===== src/hw/rtl/mss_pkg.sv =====
`default_nettype none

package mss_pkg;

  localparam int VALUE_W         = 16;
  localparam int DIGIT_W         = 4;
  localparam int SEG_W           = 8;
  localparam int EN_W            = 4;
  localparam int LIT_W           = 2;
  localparam int DWELL_W         = 16;
  localparam int POINT_W         = 2;
  localparam int CFG_IDX_W       = 1;
  localparam int CFG_DATA_W      = 16;
  localparam int DIGIT_COUNT_DEF = 4;
  localparam int MAX_PLACES      = 6;
  localparam int RECIP_W         = 17;

  localparam logic [CFG_IDX_W-1:0] REG_DWELL_TICKS = 1'd0;
  localparam logic [CFG_IDX_W-1:0] REG_POINT_DIGIT = 1'd1;

  localparam logic [DWELL_W-1:0] DWELL_RESET = 16'd5;
  localparam logic [POINT_W-1:0] POINT_RESET = 2'd1;
  localparam logic [SEG_W-1:0]   POINT_SEG   = 8'h80;

  // floor(v / 10**k) = (v * RECIP_M[k]) >> RECIP_S[k] for every 16-bit v
  localparam logic [RECIP_W-1:0] RECIP_M [MAX_PLACES] = '{
    17'd1, 17'd104858, 17'd83887, 17'd67109, 17'd107375, 17'd85900
  };
  localparam int RECIP_S [MAX_PLACES] = '{0, 20, 23, 26, 30, 33};

  function automatic logic [SEG_W-1:0] seg_font(input logic [DIGIT_W-1:0] d);
    logic [SEG_W-1:0] f;
    case (d)
      4'd0: f = 8'h3F;
      4'd1: f = 8'h06;
      4'd2: f = 8'h5B;
      4'd3: f = 8'h4F;
      4'd4: f = 8'h66;
      4'd5: f = 8'h6D;
      4'd6: f = 8'h7D;
      4'd7: f = 8'h07;
      4'd8: f = 8'h7F;
      4'd9: f = 8'h6F;
      default: f = 8'h00;
    endcase
    return f;
  endfunction

endpackage

`default_nettype wire


===== src/hw/rtl/mss_if.sv =====
`default_nettype none

interface mss_req_if;
  logic                          valid;
  logic                          ready;
  logic                          mode;
  logic [mss_pkg::VALUE_W-1:0]   shown_value;
  modport source (output valid, mode, shown_value, input ready);
  modport sink (input valid, mode, shown_value, output ready);
endinterface

interface mss_rsp_if;
  logic                          valid;
  logic                          ready;
  logic [mss_pkg::SEG_W-1:0]     segment_lines_n;
  logic [mss_pkg::EN_W-1:0]      digit_enable_n;
  logic [mss_pkg::LIT_W-1:0]     lit_digit;
  modport source (output valid, segment_lines_n, digit_enable_n, lit_digit, input ready);
  modport sink (input valid, segment_lines_n, digit_enable_n, lit_digit, output ready);
endinterface

interface mss_cfg_if;
  logic                           valid;
  logic                           ready;
  logic [mss_pkg::CFG_IDX_W-1:0]  index;
  logic [mss_pkg::CFG_DATA_W-1:0] data;
  modport source (output valid, index, data, input ready);
  modport sink (input valid, index, data, output ready);
endinterface

`default_nettype wire


===== src/hw/rtl/multiplexed_seven_segment_scanner.sv =====
// Four-digit multiplexed seven-segment scanner.
// req channel: mode 0 loads shown_value, split into decimal digits (the
// leftmost digit is taken mod 10); mode 1 is one scan tick. Every request
// gives exactly one rsp item: active-low segments (bit7 decimal point),
// active-low one-hot digit enable (bit0 leftmost digit) and the lit index.
// cfg channel: index 0 dwell_ticks (ticks per digit, 0 acts as 1),
// index 1 point_digit. Always ready; write only while idle.
// Pipeline: input register, then decimal split by reciprocal
// multiplication, digit extraction and state update in one pass into the
// output register. An accepted request moves from the input register into
// the output register; one request is taken per cycle when rsp is not stalled.
// While rsp stalls, the output and input registers hold; ready drops once
// the input register cannot move, so up to two requests wait in flight.
// Reset: digits clear to 0000, scan index and dwell count to zero,
// dwell_ticks to 5, point_digit to 1, all stages empty.
`default_nettype none

module multiplexed_seven_segment_scanner #(
  parameter int DIGIT_COUNT = mss_pkg::DIGIT_COUNT_DEF
) (
  input  wire logic clk,
  input  wire logic rst,
  mss_req_if.sink   req,
  mss_rsp_if.source rsp,
  mss_cfg_if.sink   cfg
);

  localparam int IDX_W = (DIGIT_COUNT > 1) ? $clog2(DIGIT_COUNT) : 1;
  localparam int VW    = mss_pkg::VALUE_W;

  logic                                s1_valid;
  logic                                s1_mode;
  logic [VW-1:0]                       s1_value;
  logic [DIGIT_COUNT:0][VW-1:0]        quot;

  logic [mss_pkg::DIGIT_W-1:0]         store [DIGIT_COUNT];
  logic [mss_pkg::DIGIT_W-1:0]         store_next [DIGIT_COUNT];
  logic [IDX_W-1:0]                    scan;
  logic [IDX_W-1:0]                    scan_next;
  logic [mss_pkg::DWELL_W-1:0]         dwell_count;
  logic [mss_pkg::DWELL_W-1:0]         dwell_count_next;
  logic [mss_pkg::DWELL_W-1:0]         dwell_ticks;
  logic [mss_pkg::POINT_W-1:0]         point_digit;

  logic                                out_valid;
  logic [mss_pkg::SEG_W-1:0]           seg_n;
  logic [mss_pkg::EN_W-1:0]            en_n;
  logic [mss_pkg::LIT_W-1:0]           lit;

  logic                                adv_out;
  logic                                adv1;
  logic                                take;

  logic [mss_pkg::DWELL_W-1:0]         cnt_inc;
  logic [mss_pkg::DWELL_W-1:0]         limit;
  logic [2:0]                          pos3;
  logic [2:0]                          pt3;
  logic [mss_pkg::DIGIT_W-1:0]         cur_digit;
  logic [mss_pkg::SEG_W-1:0]           seg;
  logic [mss_pkg::EN_W-1:0]            en;

  assign adv_out   = !out_valid || rsp.ready;
  assign adv1      = s1_valid && adv_out;
  assign take      = req.valid && req.ready;
  assign req.ready = !s1_valid || adv1;
  assign cfg.ready = 1'b1;

  assign rsp.valid           = out_valid;
  assign rsp.segment_lines_n = seg_n;
  assign rsp.digit_enable_n  = en_n;
  assign rsp.lit_digit       = lit;

  mss_split #(.DIGIT_COUNT(DIGIT_COUNT)) u_split (
    .value (s1_value),
    .quot  (quot)
  );

  always_ff @(posedge clk) begin
    if (rst) begin
      s1_valid <= 1'b0;
    end else if (take) begin
      s1_valid <= 1'b1;
    end else if (adv1) begin
      s1_valid <= 1'b0;
    end
    if (take) begin
      s1_mode  <= req.mode;
      s1_value <= req.shown_value;
    end
  end

  always_comb begin
    for (int i = 0; i < DIGIT_COUNT; i++) begin
      store_next[i] = store[i];
    end
    scan_next        = scan;
    dwell_count_next = dwell_count;
    cnt_inc          = dwell_count + 16'd1;
    limit            = (dwell_ticks == '0) ? 16'd1 : dwell_ticks;
    if (!s1_mode) begin
      for (int i = 0; i < DIGIT_COUNT; i++) begin
        store_next[i] = mss_pkg::DIGIT_W'(quot[DIGIT_COUNT-1-i]
                        - ((quot[DIGIT_COUNT-i] << 3) + (quot[DIGIT_COUNT-i] << 1)));
      end
    end else if (cnt_inc >= limit || cnt_inc == '0) begin
      dwell_count_next = '0;
      scan_next = (scan == IDX_W'(DIGIT_COUNT - 1)) ? '0 : scan + 1'b1;
    end else begin
      dwell_count_next = cnt_inc;
    end
  end

  always_comb begin
    pos3      = 3'(scan_next);
    pt3       = {1'b0, point_digit};
    cur_digit = store_next[scan_next];
    seg       = mss_pkg::seg_font(cur_digit);
    if (pt3 == pos3 && pt3 < 3'(DIGIT_COUNT)) begin
      seg = seg | mss_pkg::POINT_SEG;
    end
    en = pos3[2] ? '0 : (4'b0001 << pos3[1:0]);
  end

  always_ff @(posedge clk) begin
    if (rst) begin
      for (int i = 0; i < DIGIT_COUNT; i++) begin
        store[i] <= '0;
      end
      scan        <= '0;
      dwell_count <= '0;
    end else if (adv1) begin
      for (int i = 0; i < DIGIT_COUNT; i++) begin
        store[i] <= store_next[i];
      end
      scan        <= scan_next;
      dwell_count <= dwell_count_next;
    end
  end

  always_ff @(posedge clk) begin
    if (rst) begin
      out_valid <= 1'b0;
    end else if (adv1) begin
      out_valid <= 1'b1;
    end else if (rsp.ready) begin
      out_valid <= 1'b0;
    end
    if (adv1) begin
      seg_n <= ~seg;
      en_n  <= ~en;
      lit   <= pos3[1:0];
    end
  end

  always_ff @(posedge clk) begin
    if (rst) begin
      dwell_ticks <= mss_pkg::DWELL_RESET;
      point_digit <= mss_pkg::POINT_RESET;
    end else if (cfg.valid && cfg.ready) begin
      case (cfg.index)
        mss_pkg::REG_DWELL_TICKS: dwell_ticks <= cfg.data[mss_pkg::DWELL_W-1:0];
        mss_pkg::REG_POINT_DIGIT: point_digit <= cfg.data[mss_pkg::POINT_W-1:0];
        default: ;
      endcase
    end
  end

endmodule

`default_nettype wire


===== src/hw/rtl/mss_split.sv =====
`default_nettype none

module mss_split #(
  parameter int DIGIT_COUNT = mss_pkg::DIGIT_COUNT_DEF
) (
  input  wire logic [mss_pkg::VALUE_W-1:0]                value,
  output logic      [DIGIT_COUNT:0][mss_pkg::VALUE_W-1:0] quot
);

  localparam int PROD_W = mss_pkg::VALUE_W + mss_pkg::RECIP_W;

  for (genvar k = 0; k <= DIGIT_COUNT; k++) begin : g_place
    logic [PROD_W-1:0] prod;
    assign prod    = {{mss_pkg::RECIP_W{1'b0}}, value}
                   * {{mss_pkg::VALUE_W{1'b0}}, mss_pkg::RECIP_M[k]};
    assign quot[k] = mss_pkg::VALUE_W'(prod >> mss_pkg::RECIP_S[k]);
  end

endmodule

`default_nettype wire


===== src/flat_wrapper.sv =====
// flat-port wrapper written by rule: the top's interface ports become plain ports
module multiplexed_seven_segment_scanner_flat 
#(
  parameter int DIGIT_COUNT = mss_pkg::DIGIT_COUNT_DEF
)
  (clk, rst, req_valid, req_mode, req_shown_value, req_ready, rsp_valid, rsp_segment_lines_n, rsp_digit_enable_n, rsp_lit_digit, rsp_ready, cfg_valid, cfg_index, cfg_data, cfg_ready);
  mss_req_if req_i ();
  mss_rsp_if rsp_i ();
  mss_cfg_if cfg_i ();
  input  wire logic clk;
  input  wire logic rst;
  input wire logic [$bits(req_i.valid)-1:0] req_valid;
  input wire logic [$bits(req_i.mode)-1:0] req_mode;
  input wire logic [$bits(req_i.shown_value)-1:0] req_shown_value;
  output wire logic [$bits(req_i.ready)-1:0] req_ready;
  output wire logic [$bits(rsp_i.valid)-1:0] rsp_valid;
  output wire logic [$bits(rsp_i.segment_lines_n)-1:0] rsp_segment_lines_n;
  output wire logic [$bits(rsp_i.digit_enable_n)-1:0] rsp_digit_enable_n;
  output wire logic [$bits(rsp_i.lit_digit)-1:0] rsp_lit_digit;
  input wire logic [$bits(rsp_i.ready)-1:0] rsp_ready;
  input wire logic [$bits(cfg_i.valid)-1:0] cfg_valid;
  input wire logic [$bits(cfg_i.index)-1:0] cfg_index;
  input wire logic [$bits(cfg_i.data)-1:0] cfg_data;
  output wire logic [$bits(cfg_i.ready)-1:0] cfg_ready;
  assign req_i.valid = req_valid;
  assign req_i.mode = req_mode;
  assign req_i.shown_value = req_shown_value;
  assign req_ready = req_i.ready;
  assign rsp_valid = rsp_i.valid;
  assign rsp_segment_lines_n = rsp_i.segment_lines_n;
  assign rsp_digit_enable_n = rsp_i.digit_enable_n;
  assign rsp_lit_digit = rsp_i.lit_digit;
  assign rsp_i.ready = rsp_ready;
  assign cfg_i.valid = cfg_valid;
  assign cfg_i.index = cfg_index;
  assign cfg_i.data = cfg_data;
  assign cfg_ready = cfg_i.ready;
  multiplexed_seven_segment_scanner #(.DIGIT_COUNT(DIGIT_COUNT)) u_core (.clk(clk), .rst(rst), .req(req_i), .rsp(rsp_i), .cfg(cfg_i));
endmodule

===== config.mk =====
export PLATFORM = sky130hd
export DESIGN_NAME = multiplexed_seven_segment_scanner_flat
export DESIGN_NICKNAME = d
export VERILOG_FILES = /design/src/hw/rtl/mss_pkg.sv /design/src/hw/rtl/mss_if.sv /design/src/hw/rtl/multiplexed_seven_segment_scanner.sv /design/src/hw/rtl/mss_split.sv /design/src/flat_wrapper.sv
export SDC_FILE = /design/constraint.sdc
export NUM_CORES = 1
export LEC_CHECK = 0
export ABC_AREA = 1
export ABC_CLOCK_PERIOD_IN_PS = 16800
export BUFFER_PORTS_ARGS = -buffer_cell sky130_fd_sc_hd__buf_2
export CAP_MARGIN = 30
export CORE_MARGIN = 2
export CORE_UTILIZATION = 50
export CTS_CLUSTER_SIZE = 10
export DETAILED_ROUTE_END_ITERATION = 6
export PLACE_DENSITY_LB_ADDON = 0.05
export SLEW_MARGIN = 20
export SYNTH_ARGS = -nofsm -noshare
export SYNTH_HDL_FRONTEND = slang
export SYNTH_SLANG_ARGS = --single-unit

===== constraint.sdc =====
create_clock -name clk -period 16.8 [get_ports clk]
set_input_delay 2.52 -clock clk [delete_from_list [all_inputs] [get_ports clk]]
set_output_delay 2.52 -clock clk [all_outputs]
set_load 0.05 [all_outputs]

==> run_results.csv <==
group,metric,value,unit
clocking,ctsResizeCount,0,
synth,ys_seq_area_frac,0.107,
clocking,cts_hold_buf,0,
sta,slew_headroom,0.346,
sta,setup_ws,8.74,ns
layout,area_delta_synth_final,6.31,%
worst_setup_path,cp.required,16.92,ns
detailed_routing,ant_nets,0,
floorplan,io_pins,56,
clocking,cts-root-buf,"clkbuf_16",
grt,grt_pass1_vias,16600,
synth,synth.avg_cell_area,8.30,um2
sta,min_period_over_period,0.480,
detailed_routing,wl,56100,um
worst_setup_path,slowest_stage,"edfxtp_1",
clocking,cts_setup_buffers,0,
synth,netlist_area,20300,um2
status,status,"finished clean",
sta,fmax,124,MHz
clocking,cts_buffers,9,
synth,syn_nets,3193,
synth,netlist_instances,2451,
synth,yosys.area.top_type,"fa_1",
grt,antenna_found_initial,0,
clocking,clk_latency,0.36,ns
detailed_routing,drc,0,
worst_setup_path,max_stage_delay,0.78,ns
synth,synth_seq_cells,85,
clocking,clk_pin_slew,0.07,ns
detailed_routing,wl_per_cell,18.4,um
floorplan,placeableCoreArea,39900,um2
sta,slew_viol_final,0,
sta,final.min_clock_period,8.06,ns
synth,netlist.area_leader.share,0.290,
grt,grt_max_degree,29,
clocking,h-tree-depth,3,
detailed_routing,vias,15800,
placed_design,placed_area,21300,um2
layout,fillers,3774,
synth,synth_cell_types,46,
layout,nets,3259,
grt,grt_pass1_wl,89500,um
synth,synthTopCellsByArea,"fa_1 29%, ha_1 25%, inv_1 12%",
grt,track_usage,0.282,
worst_setup_path,worstPathArrival,8.17,ns
layout,fin_area,21600,um2
placed_design,dpl_worst_slack,8.79,ns
synth,ys_warn_count,0,
sta,tightest_slew,0.978,ns
floorplan,die_y,206,um
layout,final_layout_size_suffix_gt1_frac,0.0460,
min_path,hold_path.class,"flip-flop to flip-flop",
layout,diodes,0,
worst_setup_path,crit_fanout,12,
sta,hold_slack,0.484,ns
grt,grt_overflow,0,
sta,setup_tns,0,ns
placed_design,hpwl,48800,um
sta,hold_viol_final,0,
clocking,clock_sinks,85,
detailed_routing,first_pass_iters,7,
sta,fin_skew,0.0116,ns
clocking,cts_tree,"yes",
synth,ys_dominant_reg_cell,"edfxtp_1",
worst_setup_path,criticalPathCategory,"flip-flop to flip-flop",
detailed_routing,drt-initial-drc-count,858,
floorplan,die-area,42300,um2
worst_setup_path,start_kind,"flip-flop",
sta,rsz0062_at_grt,"no",
worst_setup_path,worst_path_most_repeated_cell,"inv_1",
flow_run,cap_viol_max_count,0,
clocking,clockBufferDepth,2,
floorplan,row_count,73,
sta,setup_violations,0,
synth,synth-edff-count,47,
synth,synthArstFlopShare,0,
placed_design,numPortBuffers,54,
floorplan,initial_core_util,0.509,
detailed_routing,vias_per_cell,5.18,
worst_setup_path,r2r_setup_slack,8.74,ns
floorplan,die_x,206,um
worst_setup_path,critPathCaptureType,"flip-flop",
placed_design,gp_congestion,0.973,
==> logic make-up after synthesis <==
family | Yosys count | synth area share
AND/OR/NAND/NOR | 750 | 0.157
adder cells (fa/ha/maj) | 703 | 0.542
buffers and inverters | 685 | 0.127
AO/OA/AOI/OAI | 199 | 0.0556
flip-flops | 85 | 0.107
XOR/XNOR | 28 | 0.0121
other | 1 | 0.000184
==> placed cells by master (no fill, tap or decap), types with 4 or more instances in the layout <==
cell       instances
nand4_1           35
nor4_1             6
a21o_1            15
nand2_1          452
nand2_2           10
o21ai_0           39
fa_1             295
xnor2_1           18
inv_1            665
dfxtp_1           38
buf_2             54
clkbuf_16          9
or2_2              5
o21bai_1          12
nand2_4            4
xor2_1            10
nand3b_1           6
inv_2              5
nor2_1           114
buf_4             14
nor3_1            11
ha_1             408
a21oi_1          112
edfxtp_1          47
nand3_1          100
==> critical path: cells and delay by family (launching register included) <==
family                   cells  cell delay, ns
flip-flops                   1            0.78
adder cells (fa/ha/maj)      8            3.50
AND/OR/NAND/NOR             15            1.60
buffers and inverters        8            0.95
AO/OA/AOI/OAI                2            0.51
XOR/XNOR                     1            0.45
==> synthesized netlist by cell type (18+ instances only) <==
cell type / number
xnor2_1: 18
edfxtp_1: 47
nand3_1: 100
o21ai_0: 39
a21oi_1: 112
inv_1: 665
dfxtp_1: 38
nor2_1: 114
fa_1: 295
nand2_1: 452
nand4_1: 35
ha_1: 408
==> flip-flops by register name (all words and copies together) (netlist names) <==
signal	cells
u_core.dwell_count	16
u_core.dwell_ticks	16
u_core.s1_value	16
u_core.store	16
u_core.rsp.segment_lines_n	8
u_core.rsp.digit_enable_n	4
u_core.point_digit	2
u_core.rsp.lit_digit	2
u_core.scan	2
u_core.rsp.valid	1
u_core.s1_mode	1
u_core.s1_valid	1
==> worst paths after layout <==
path / start / endpoint / cells past startpoint
max reg2reg: u_core.s1_value[5] / u_core.rsp.segment_lines_n[5] / 34
max: u_core.s1_value[5] / u_core.rsp.segment_lines_n[5] / 34
min: u_core.dwell_count[15] / u_core.dwell_count[15] / 2
min reg2reg: u_core.dwell_count[15] / u_core.dwell_count[15] / 2
==> layer usage <==
layer	track usage	wire length (um)	part of all wire
met5	0	0	0
met4	0.0894	1900	0.034
met3	0.0393	2990	0.053
met2	0.471	26000	0.46
met1	0.378	25200	0.45
==> stage by stage <==
| step | instances | util |
|---|---|---|
| after floorplan | 2451 | - |
| after global placement | 3030 | 0.534 |
| after detailed placement | 3031 | 0.534 |
| after CTS | 3047 | 0.542 |
| after global routing | 3047 | 0.542 |
| final | 3047 | 0.542 |
==> final cells by class <==
| type | count | area [um2] | area share |
|---|---|---|---|
| Timing Repair Buffer | 68 | 375 | 0.0174 |
| Clock inverter | 6 | 70.1 | 0.00324 |
| Clock buffer | 10 | 233 | 0.0108 |
| Multi-Input combinational cell | 1681 | 15600 | 0.721 |
| Sequential cell | 85 | 2170 | 0.100 |
| Tap cell | 525 | 657 | 0.0304 |
| Inverter | 672 | 2520 | 0.117 |
Power is left out: the tool's default activity adds up to more than one toggle a clock period on the data nets, which glitch-free logic cannot reach.
